===== src/sv/ppsd_pkg.sv =====
`timescale 1ns / 1ps
`default_nettype none

package ppsd_pkg;

    // Result format: 18-bit signed distance
    localparam int OUT_W = 18;

    localparam logic signed [OUT_W-1:0] DIST_MAX = {1'b0, {(OUT_W-1){1'b1}}};
    localparam logic signed [OUT_W-1:0] DIST_MIN = {1'b1, {(OUT_W-1){1'b0}}};
    localparam logic signed [OUT_W-1:0] DIST_ZERO = '0;

endpackage

`default_nettype wire


===== src/sv/ppsd_root_stage.sv =====
`timescale 1ns / 1ps
`default_nettype none

// One bit of the quotient: keeps P = q*q*nn and R = q*nn, tries bit K.
// (q + 2^K)^2 nn = P + R*2^(K+1) + nn*2^(2K)
module ppsd_root_stage #(
    parameter int CW = 16,
    parameter int K  = 0
) (
    input  logic                                       clk,
    input  logic                                       rst_n,
    input  logic                                       valid_in,
    input  logic [((6*CW+12 > 4*CW+8+2*ppsd_pkg::OUT_W) ?
                   6*CW+12 : 4*CW+8+2*ppsd_pkg::OUT_W):0] p_in,
    input  logic [4*CW+7+ppsd_pkg::OUT_W:0]            r_in,
    input  logic [ppsd_pkg::OUT_W-1:0]                 q_in,
    input  logic [6*CW+11:0]                           d2_in,
    input  logic [4*CW+7:0]                            nn_in,
    input  logic                                       neg_in,
    input  logic                                       degen_in,
    output logic                                       valid_out,
    output logic [((6*CW+12 > 4*CW+8+2*ppsd_pkg::OUT_W) ?
                   6*CW+12 : 4*CW+8+2*ppsd_pkg::OUT_W):0] p_out,
    output logic [4*CW+7+ppsd_pkg::OUT_W:0]            r_out,
    output logic [ppsd_pkg::OUT_W-1:0]                 q_out,
    output logic [6*CW+11:0]                           d2_out,
    output logic [4*CW+7:0]                            nn_out,
    output logic                                       neg_out,
    output logic                                       degen_out
);

    localparam int QW  = ppsd_pkg::OUT_W;
    localparam int NNW = 4 * CW + 8;
    localparam int D2W = 6 * CW + 12;
    localparam int RW  = NNW + QW;
    localparam int TW  = ((D2W > NNW + 2 * QW) ? D2W : NNW + 2 * QW) + 1;

    logic           v_reg;
    logic [TW-1:0]  t;
    logic           fit;
    logic [TW-1:0]  p_reg, p_next;
    logic [RW-1:0]  r_reg, r_next;
    logic [QW-1:0]  q_reg, q_next;
    logic [D2W-1:0] d2_reg;
    logic [NNW-1:0] nn_reg;
    logic           neg_reg, dg_reg;

    always_comb
    begin
        t      = p_in + (TW'(r_in) << (K + 1)) + (TW'(nn_in) << (2 * K));
        fit    = (t <= TW'(d2_in));
        p_next = fit ? t : p_in;
        r_next = fit ? (r_in + (RW'(nn_in) << K)) : r_in;
        q_next = fit ? (q_in | (QW'(1) << K)) : q_in;
    end

    always_ff @(posedge clk or negedge rst_n)
    begin
        if (!rst_n)
        begin
            v_reg <= 1'b0;
        end
        else
        begin
            v_reg <= valid_in;
        end
    end

    always_ff @(posedge clk)
    begin
        p_reg   <= p_next;
        r_reg   <= r_next;
        q_reg   <= q_next;
        d2_reg  <= d2_in;
        nn_reg  <= nn_in;
        neg_reg <= neg_in;
        dg_reg  <= degen_in;
    end

    assign valid_out = v_reg;
    assign p_out     = p_reg;
    assign r_out     = r_reg;
    assign q_out     = q_reg;
    assign d2_out    = d2_reg;
    assign nn_out    = nn_reg;
    assign neg_out   = neg_reg;
    assign degen_out = dg_reg;

endmodule

`default_nettype wire


===== config.mk =====
export PLATFORM = sky130hd
export DESIGN_NAME = ppsd_root_stage
export DESIGN_NICKNAME = d
export VERILOG_FILES = /design/src/sv/ppsd_pkg.sv /design/src/sv/ppsd_root_stage.sv
export SDC_FILE = /design/constraint.sdc
export NUM_CORES = 1
export LEC_CHECK = 0
export BUFFER_PORTS_ARGS = -buffer_cell sky130_fd_sc_hd__buf_2
export CAP_MARGIN = 30
export CELL_PAD_IN_SITES_DETAIL_PLACEMENT = 0
export CELL_PAD_IN_SITES_GLOBAL_PLACEMENT = 1
export CORE_AREA = 2 2 314 316
export DETAILED_ROUTE_END_ITERATION = 8
export DIE_AREA = 0 0 316 318
export GPL_TIMING_DRIVEN = 1
export HOLD_SLACK_MARGIN = 0.06
export PLACE_DENSITY_LB_ADDON = 0.1
export SETUP_SLACK_MARGIN = 0.3
export SLEW_MARGIN = 30
export SYNTH_ARGS = -nofsm -noshare
export SYNTH_HDL_FRONTEND = slang
export SYNTH_SLANG_ARGS = --single-unit
export TNS_END_PERCENT = 20

===== constraint.sdc =====
create_clock -name clk -period 1 [get_ports clk]
set_input_delay 0.1 -clock clk [delete_from_list [all_inputs] [get_ports clk]]
set_output_delay 0.1 -clock clk [all_outputs]
set_load 0.02 [all_outputs]

# Yosys cells after proc, flatten, opt, wreduce, memory -nomap -nowiden
# Cells that the tools add are included.
[totals]
input_bits = 402
memories = 0
elab_cells = 15
register_bits = 400
mem_bits_rw = 0
romBits = 0
latchBits = 0
out_inout_bits = 400
[op_classes]
bitwise_logic = 0
multipliers = 0
n_reduce_logical = 0
order_cmp = 1
add_sub_neg = 3
n_eq_ne = 0
shifts = 0
mux = 2
n_div = 0
[ops]
columns = ["operator", "count"]
rows = [
  ["$add A109 B72 Y109", 1],
  ["$add A109 B91 Y109", 1],
  ["$le A109 B108 Y1", 1],
  ["$mux W109", 1],
  ["$add A90 B72 Y90", 1],
  ["$mux W90", 1],
]

# Logic depth before layout (Yosys ltp)
# Gate-level depths: netlist of run 1.
[depth]
word_depth = 4
depth_mapped = 30
mapped_depth_nobuf = 26

# Worst setup path before layout of run 1
# Ideal clock, no wire load.
[synth_timing]
kind = "input to register"
start = "input port p_in[1] (netlist name)"
end = "register p_reg[1], in the netlist p_out[1]"
required_ns = 0.879
n_path_buf = 3
stages = 28
path_slack_ns = -5.151
setup_time_ns = 0.121
t_arrival_ns = 6.030
cell_sequence = "fa_1 > ha_1 > fa_1 > a211oi_1 > o21ai_0 > a21oi_1 > o22a_1 > a31oi_1 > a22o_1 > a21oi_1 > o21ai_1 > a21oi_1 > clkbuf_1 > nor2_1 > xor2_1 > ha_1 > nand3_1 > nor3_1 > o211ai_1 > and2_1 > and4_1 > a21oi_1 > a21oi_1 > a41o_1 > nor2_1 > clkbuf_1 > buf_2 > mux2_2"
[synth_via]
elab_chain_cells = 4
[synth_rtl]
columns = ["item", "line", "text"]
rows = [
  ["start: declaration", "ppsd_root_stage.sv:14", "6*CW+12 : 4*CW+8+2*ppsd_pkg::OUT_W):0] p_in,"],
  ["$add A109 B91 Y109", "ppsd_root_stage.sv:50", "t = p_in + (TW'(r_in) << (K + 1)) + (TW'(nn_in) << (2 * K));"],
  ["$add A109 B72 Y109", "ppsd_root_stage.sv:50", ""],
  ["$le A109 B108 Y1", "ppsd_root_stage.sv:51", "fit = (t <= TW'(d2_in));"],
  ["$mux W109 *", "ppsd_root_stage.sv:52", "p_next = fit ? t : p_in;"],
  ["named net p_next[1]", "ppsd_root_stage.sv:41", "logic [TW-1:0] p_reg, p_next;"],
  ["end signal: assignment", "ppsd_root_stage.sv:71", "p_reg <= p_next;"],
  ["end: declaration", "ppsd_root_stage.sv:41", ""],
]
# Mark *: on every way through the listed nets, which the timed path passes. The rest lies on a longest branch.
# A chain may end at the register's enable or synchronous reset.

# Final worst setup path of run 1
[layout_timing]
start = "input port p_in[1] (netlist name)"
end = "register p_reg[67], in the netlist p_out[67]"
[layout_via]
elab_chain_cells = 4
[layout_rtl]
columns = ["item", "line"]
rows = [
  ["$add A109 B91 Y109 *", "ppsd_root_stage.sv:50"],
  ["$add A109 B72 Y109 *", "ppsd_root_stage.sv:50"],
  ["$le A109 B108 Y1", "ppsd_root_stage.sv:51"],
  ["$mux W109 *", "ppsd_root_stage.sv:52"],
  ["named net p_next[67]", "ppsd_root_stage.sv:41"],
]
# Marks and branches as above.

==> impl_metrics.toml, run 1 <==
[sta]
worstMarginPinSlew_ns = 0.7682
hold_ws_ns = -0.3200
tns_ns = -1075.50
setup_ws_ns = -5.052
drv_slew = 0
timing.final.hold_violations = 3
max_freq_mhz = 165.2
rsz0062_at_grt = "yes"
maxSlewHeadroom = 0.4825
setup_viol = 600
timing.final.crit_share = 6.052
min_period_ns = 6.052

[setup_path]
cpMostUsedCell = "buf_6"
critPathCaptureType = "register"
cp_slowest_stage_delay_ns = 0.47
crit_family = "compound AO/OA/AOI/OAI gates"
crit_type = "in2reg"
cp.required_ns = 1.52
cp_max_fo = 8
slowest_stage = "fa_1"
cp_num_buf_inv = 8
arrival_ns = 6.57
start_kind = "input port"

[run]
maxCapViolCount = 0

[power]
combinationalPowerShare = 0.523
internal-power_mw = 52.22
switching_share = 0.3788
p_sw_mw = 31.84
ir_drop_mv = 1.409
p_leak_nw = 23.02
powerDensity_mw_per_mm2 = 1784
pwr-share-seq = 0.237
p_clk_frac = 0.240

[placed_design]
dp_hpwl_mm = 106.8
gp_congestion = 0.8958
dp_cells = 5725
dpl_cell_area_sq_mm = 0.03808
port_buffers = 801

[hold_path]
hold_path_end = "p_out[0]$_DFF_P_"
min_path_cells = 3
worstHoldStart = "p_in[0]"
min_path_type = "in2reg"

[routing]
drc = 0
dr.pass1.iters = 6
wl_per_cell_microns = 21.20
vias = 29460
ant_nets = 0
drt-total-wl_mm = 134.0
drt_iter0_drc = 1448
viasPerCell = 4.658

[synthesis]
postSynthCellCount = 2721
async_flop_share = 0.002500
netlist_top_cells_area = "dfxtp_1 (32%), ha_1 (14%), mux2_1 (6.3%), fa_1 (5.8%), a21oi_1 (5.1%)"
synth_top_area_frac = 0.3170
synth-main-ff-cell = "dfxtp_1"
yosysWarnings = 0
ys_ff_latch = 400
synth_area_sq_mm = 0.02519
synth_cell_type_count = 89
synth_edf_count = 0
yosys.area.top_type = "dfxtp_1"
yosysSeqAreaShare = 0.3180
synthesis.nets = 3487
avgSynthCellArea_sq_um = 9.259

[grt]
track_usage = 0.2590
grt_pass1_vias = 32050
grt_antenna_before_repair = 7
grt_pass1_wl_mm = 196.9
grt-ovfl-total = 0
grt_start_max_net_pins = 17

[floorplan]
die-area_sq_mm = 0.1005
initial_utilization = 0.2586
io_pins = 802
die_h_microns = 318
rows = 115
fp.coreArea_sq_mm = 0.09741
die_x_microns = 316

[cts]
cts_buffer_depth = 3
clk_pin_slew_ns = 0.06
ctsHtreeMaxLevel = 2
cts_root_buf = "clkbuf_16"
cts_tree = "built"
clkSinkCount = 400
numCtsBuffers = 52
holdBufCountCts = 431

[finish]
layout.nets = 5763
mostFrequentLayoutCells = "buf_4 (1039), buf_2 (727), dlygate4sd3_1 (431)"
fill_cells = 9519
drive_gt1_frac = 0.4543
design_area_sq_mm = 0.04711
mostFrequentLayoutCell = "buf_4"
area_growth_syn_to_layout_pct = 86.99
finalNonFillerCells = 6324

[status]
violations = "hold timing, setup timing"
status = "complete, but fails checks"
[registers in the layout (all words and copies together) (netlist names)]
register	count
valid_out	1
neg_out	1
degen_out	1
r_out	90
d2_out	108
q_out	18
nn_out	72
p_out	109
[synth_stat cells (all sizes together) (41+ instances only)]
library cell / count
xor2: 74
a21o: 73
nand3: 51
inv: 161
xnor2: 134
nor2: 127
clkbuf: 49
buf: 46
ha: 291
mux2: 145
dfxtp: 399
o21ai: 140
fa: 73
a21oi: 258
nand2: 214
nor3: 60
o21bai: 41
nand4: 83
[tightest hold or removal path, delay by kind of cell]
family | cells | cell delay (ns)
buf+inv | 1 | 0.09
simple gates | 1 | 0.04
compound gates | 1 | 0.06
[routing by layer]
layer | vias to the layer above | global-route usage | part of all wire
met3 | 155 | 0.03730 | 0.048
met1 | 14140 | 0.3251 | 0.43
met5 | - | 0 | 0
li1 | 14300 | - | -
met2 | 859 | 0.4575 | 0.50
met4 | 0 | 0.07025 | 0.025
[power by group through the flow]
stage	Sequential (mW)	Combinational (mW)	Clock, mW
2_1_floorplan	23.1	14.7	0
3_3_place_gp	20.1	37.0	0
3_5_place_dp	20.0	37.2	0
4_1_cts	19.7	42.5	20.7
5_1_grt	20.1	47.3	21.3
6_report	19.9	44.0	20.2
[cells by family after synthesis]
family / synth area share
AOI/OAI and AO/OA: 0.1755
and+or+nand+nor: 0.1236
buffers and inverters: 0.04266
xor gates and xnor gates: 0.07261
DFF: 0.3180
muxes: 0.06511
adders and majority gates: 0.2025
[how the worst max path moves through the flow]
stage                     depth (start not counted)      from  slack (ns)                end
final                                            33   p_in[1]       -5.05  p_out[67]$_DFF_P_
after global routing                             33   p_in[1]       -5.33  r_out[80]$_DFF_P_
after CTS                                        32  nn_in[7]       -4.92  p_out[67]$_DFF_P_
after detailed placement                         30   p_in[1]       -6.49  p_out[57]$_DFF_P_
after global placement                           30   p_in[1]       -6.42  p_out[55]$_DFF_P_
after floorplan                                  29   p_in[1]       -4.60  p_out[82]$_DFF_P_
[area by class of cell]
| type | count | area (sq um) | share of cell area |
|---|---|---|---|
| clock buffers | 68 | 1451 | 0.03081 |
| clock inverters | 21 | 355.3 | 0.007543 |
| multi-input cells | 2064 | 17400 | 0.3694 |
| diodes | 5 | 12.51 | 0.0002656 |
| repair buffers | 2317 | 17570 | 0.3729 |
| inverters | 162 | 608.1 | 0.01291 |
| well taps | 1287 | 1610 | 0.03418 |
| flip-flops and latches | 400 | 8103 | 0.1720 |
[stage by stage]
step                worst slack [ns]  hold WS (ns)  utilization  power [mW]
global placement              -6.416       -0.1258       0.3909       57.09
detailed placement            -6.490       -0.1217       0.3909       57.19
floorplan                     -4.599       -0.1956            -       37.82
finish                        -5.052       -0.3200       0.4836       84.06
global route                  -5.329       -0.3572       0.4836       88.67
CTS                           -4.921       -0.3815       0.4726       82.81
[timing repair]
action	CTS	global route
setup endpoints to repair	600	631
gates resized for setup	228	335
hold endpoints to repair	401	4
buffers inserted	39	18
pin swaps	81	46
gates cloned	15	2
No activity file was read; power rests on OpenSTA's default activity.
==> run 2: changes to the inputs <==
--- a/config.mk
+++ b/config.mk
@@ -5,7 +5,7 @@
 export SDC_FILE = /design/constraint.sdc
 export NUM_CORES = 1
 export LEC_CHECK = 0
-export BUFFER_PORTS_ARGS = -buffer_cell sky130_fd_sc_hd__buf_2
+export BUFFER_PORTS_ARGS = -buffer_cell sky130_fd_sc_hd__clkbuf_2
 export CAP_MARGIN = 30
 export CELL_PAD_IN_SITES_DETAIL_PLACEMENT = 0
 export CELL_PAD_IN_SITES_GLOBAL_PLACEMENT = 1
==> impl_metrics.toml, run 2 (synthesis results as in run 1) <==
[status]
status = "complete, but fails checks"
violations = "hold timing, setup timing"

[run]
maxCapViolCount = 0

[grt]
grt_pass1_vias = 31750
top_usage_layer = "met2"
use_met2 = 0.4455
grt_antenna_before_repair = 2
grt_start_max_net_pins = 34
grt_pass1_wl_mm = 192.2
met3_usage = 0.04376
use_met1 = 0.3097
grt-ovfl-total = 0
track_usage = 0.2532

[cts]
holdBufCountCts = 436
clk_pin_slew_ns = 0.06
numCtsBuffers = 51
cts_tree = "built"
clkSinkCount = 400
cts_buffer_depth = 3
cts_root_buf = "clkbuf_16"
ctsHtreeMaxLevel = 2

[routing]
drt_iter0_drc = 1288
dr.pass1.iters = 7
ant_nets = 0
drt-total-wl_mm = 133.2
vias = 29420
viasPerCell = 4.673
wl_per_cell_microns = 21.15
drc = 0

[sta]
setup_viol = 600
maxSlewHeadroom = 0.4675
timing.final.crit_share = 5.937
hold_ws_ns = -0.2807
worstMarginPinSlew_ns = 0.7971
drv_slew = 0
tns_ns = -1053.33
rsz0062_at_grt = "yes"
max_freq_mhz = 168.4
setup_ws_ns = -4.937
timing.final.hold_violations = 3
min_period_ns = 5.937

[finish]
drive_gt1_frac = 0.4454
mostFrequentLayoutCells = "buf_4 (1022), clkbuf_2 (732), dlygate4sd3_1 (436)"
area_growth_syn_to_layout_pct = 84.62
mostFrequentLayoutCell = "buf_4"
design_area_sq_mm = 0.04651
layout.nets = 5733
largest_reg_flops = 109

[placed_design]
gp_congestion = 0.9038
port_buffers = 801
dp_hpwl_mm = 107.2
dpl_cell_area_sq_mm = 0.03805
dpl_worst_slack_ns = -6.547

[floorplan]
rows = 115
io_pins = 802
die_x_microns = 316
fp.coreArea_sq_mm = 0.09741
die-area_sq_mm = 0.1005
initial_utilization = 0.2586
die_h_microns = 318

[power]
combinationalPowerShare = 0.523
switching_share = 0.3823
ir_drop_mv = 1.441
p_clk_frac = 0.235
p_leak_nw = 22.94
pwr-share-seq = 0.242
internal-power_mw = 51.10
p_sw_mw = 31.62
finalPower_mw = 82.72
powerDensity_mw_per_mm2 = 1778

[setup_path]
cpMostUsedCell = "buf_4"
cp_slowest_stage_delay_ns = 0.59
cp.required_ns = 1.52
crit_type = "in2reg"
start_kind = "input port"
cp_max_fo = 8
slowest_stage = "fa_1"
critPathCaptureType = "register"
arrival_ns = 6.46

[hold_path]
min_path_type = "in2reg"
-- run 2: final timing paths --
path / startpoint / cells after the start / endpoint
worst min-delay path: p_in[1] / 2 / p_out[1]$_DFF_P_
min in group asynchronous: rst_n / 3 / valid_out$_DFF_PN0_
max in group asynchronous: rst_n / 3 / valid_out$_DFF_PN0_
worst max-delay path: p_in[7] / 30 / r_out[88]$_DFF_P_
-- run 2: final cells by class --
| cell class | instances | area, sq um |
|---|---|---|
| clock buffer | 64 | 1375 |
| fill | 9508 | 50900 |
| multi-input combinational | 2064 | 17290 |
| tap | 1287 | 1610 |
| antenna | 1 | 2.502 |
| sequential | 400 | 8105 |
| timing repair buffer | 2288 | 17160 |
| inverter | 162 | 608.1 |
| clock inverter | 29 | 361.6 |
-- run 2: stage by stage --
| stage | std cells | hold slack (ns) | utilization |
|---|---|---|---|
| after floorplan | 2721 | -0.1956 | - |
| after global placement | 5720 | -0.1255 | 0.3906 |
| after detailed placement | 5720 | -0.1247 | 0.3906 |
| after CTS | 6275 | -0.3384 | 0.4630 |
| after global routing | 6295 | -0.3166 | 0.4775 |
| final | 6295 | -0.2807 | 0.4775 |
-- run 2: worst max-delay path: cells and delay by family --
| family | cells | cell delay [ns] |
|---|---|---|
| buffers and inverters | 6 | 0.92 |
| xor gates and xnor gates | 2 | 0.28 |
| AOI/OAI and AO/OA | 10 | 2.15 |
| and+or+nand+nor | 9 | 1.86 |
| adders and majority gates | 3 | 1.14 |
-- run 2: what timing repair did --
item / in CTS / in global routing
buffers inserted: 20 / 8
gates resized for setup: 122 / 426
hold endpoints to repair: 401 / 4
gates cloned: 6 / 11
pin swaps: 34 / 32
endpoints found under the setup margin: 600 / 633
-- run 2: per-layer routing --
layer / up-vias / wire [microns]
li1: 14290 / -
met1: 14070 / 56460
met2: 870 / 65040
met3: 188 / 7229
met4: 0 / 4435
met5: - / 0
-- run 2: power by group through the flow --
stage / clock network, mW / registers, mW / logic (mW)
after floorplan: 0 / 23.1 / 14.7
after global placement: 0 / 20.2 / 36.9
after detailed placement: 0 / 20.2 / 37.1
after CTS: 20.0 / 19.8 / 40.6
after global routing: 20.6 / 20.2 / 46.6
final: 19.4 / 20.0 / 43.2
==> run 3: changes to the inputs <==
==> constraint.sdc (replaced) <==
create_clock -name clk -period 7.54 [get_ports clk]
set_input_delay 0.754 -clock clk [delete_from_list [all_inputs] [get_ports clk]]
set_output_delay 0.754 -clock clk [all_outputs]
set_load 0.02 [all_outputs]
==> impl_metrics.toml, run 3 (synthesis results as in run 1) <==
[grt]
track_usage = 0.2217
grt_antenna_before_repair = 3
grt-ovfl-total = 0
grt_pass1_wl_mm = 166.7
grt_pass1_vias = 25330
grt_start_max_net_pins = 40

[hold_path]
hold_path_end = "q_out[16]$_DFF_P_"
min_path_cells = 1
worstHoldStart = "q_in[16]"
min_path_type = "in2reg"

[finish]
mostFrequentLayoutCells = "clkbuf_2 (801), dfxtp_1 (399), ha_1 (288)"
finalNonFillerCells = 5006
seqCellArea_sq_mm = 0.008013
layout.nets = 4446
multiInputGateArea_sq_mm = 0.01635
largest_reg_flops = 109
mostFrequentLayoutCell = "clkbuf_2"
drive_gt1_frac = 0.3082
fill_cells = 10290
area_growth_syn_to_layout_pct = 34.80

[floorplan]
fp.coreArea_sq_mm = 0.09741
io_pins = 802
die_x_microns = 316
die_h_microns = 318
initial_utilization = 0.2586
rows = 115
die-area_sq_mm = 0.1005

[setup_path]
crit_type = "in2reg"
slowest_stage = "nor4_2"
crit_family = "compound AO/OA/AOI/OAI gates"
cp_max_fo = 27
arrival_ns = 7.49
cp_num_buf_inv = 6
cp.required_ns = 8.05
cp_slowest_stage_delay_ns = 0.50
critPathCaptureType = "register"
start_kind = "input port"
cpMostUsedCell = "buf_4"

[cts]
clkSinkCount = 400
numCtsBuffers = 49
ctsHtreeMaxLevel = 2
cts_root_buf = "clkbuf_16"
cts_tree = "built"
cts_buffer_depth = 3
clk_pin_slew_ns = 0.06

[routing]
drt_iter0_drc = 1393
wl_per_cell_microns = 23.03
ant_nets = 0
drc = 0
vias = 24380
viasPerCell = 4.869
drt-total-wl_mm = 115.3
dr.pass1.iters = 7

[power]
ir_drop_mv = 0.1617
powerDensity_mw_per_mm2 = 274.6
p_leak_nw = 16.14

[status]
status = "finished, final reports clean"

[placed_design]
dp_cells = 4896
dpl_worst_slack_ns = -0.9202
gp_congestion = 0.9132
port_buffers = 801
dp_hpwl_mm = 98.85

[sta]
setup_ws_ns = 0.5548
timing.final.crit_share = 0.9264
maxSlewHeadroom = 0.3688
max_freq_mhz = 143.2
timing.final.hold_violations = 0
min_period_ns = 6.985
drv_slew = 0
rsz0062_at_grt = "yes"
setup_viol = 0
worstMarginPinSlew_ns = 0.9382

[run]
maxCapViolCount = 0
[run 3: cell types whose count changed in the layout (fill, tap and decap cells not counted), sizes merged]
| cell | delta |
|---|---|
| buf | -910 |
| bufinv | -2 |
| clkbuf | +64 |
| clkinv | -2 |
| clkinvlp | -4 |
| dlygate4sd3 | -435 |
[run 3: how the worst max path moves through the flow]
| stage | start | endpoint | slack, ns | cells after the start |
|---|---|---|---|---|
| after global routing | p_in[1] | r_out[40]$_DFF_P_ | 0.28 | 33 |
| final | r_in[20] | r_out[40]$_DFF_P_ | 0.55 | 29 |
| after CTS | p_in[1] | p_out[61]$_DFF_P_ | 0.27 | 35 |
| after floorplan | p_in[1] | p_out[1]$_DFF_P_ | 0.73 | 28 |
| after global placement | p_in[1] | r_out[78]$_DFF_P_ | -0.86 | 33 |
| after detailed placement | p_in[1] | r_out[78]$_DFF_P_ | -0.92 | 33 |
[run 3: timing repair]
action | 4_1_cts | 5_1_grt
setup endpoints to repair | 198 | 198
hold buffers | 1 | 0
endpoints found under the hold margin | 1 | 0
pin swaps | 7 | 18
resized for setup | 19 | 37
buffers inserted | 5 | 10
cloned | 2 | 2
[run 3: area by class of cell]
cell class,instances,area share
Inverter,162,0.01790
Multi-Input combinational cell,2064,0.4814
Clock buffer,68,0.04119
Clock inverter,21,0.007700
Antenna cell,1,0.00007368
Tap cell,1287,0.04741
Timing Repair Buffer,1003,0.1684
Sequential cell,400,0.2359
[run 3: power breakdown]
part	switching, mW	internal (mW)
Sequential	0.139	2.47
Clock	1.03	1.44
Combinational	2.59	1.65
[run 3: per-layer routing]
metal,GRT usage,vias to the layer above,routed length [microns]
li1,-,11720,-
met1,0.2834,11680,49840
met2,0.3830,836,55860
met3,0.04011,134,6860
met4,0.05245,4,2714
met5,0,-,20
[run 3: through the flow]
step,total power [mW],setup TNS (ns),hold WS [ns],utilization,cell area (sq um)
6_report,9.326,0,0.2100,0.3486,33960
5_1_grt,9.925,0,0.1642,0.3486,33960
3_5_place_dp,6.811,-149.43,0.5300,0.3263,31790
4_1_cts,9.401,0,0.1521,0.3453,33640
3_3_place_gp,6.813,-145.52,0.5295,0.3263,31790
2_1_floorplan,4.997,0,0.4584,-,25190
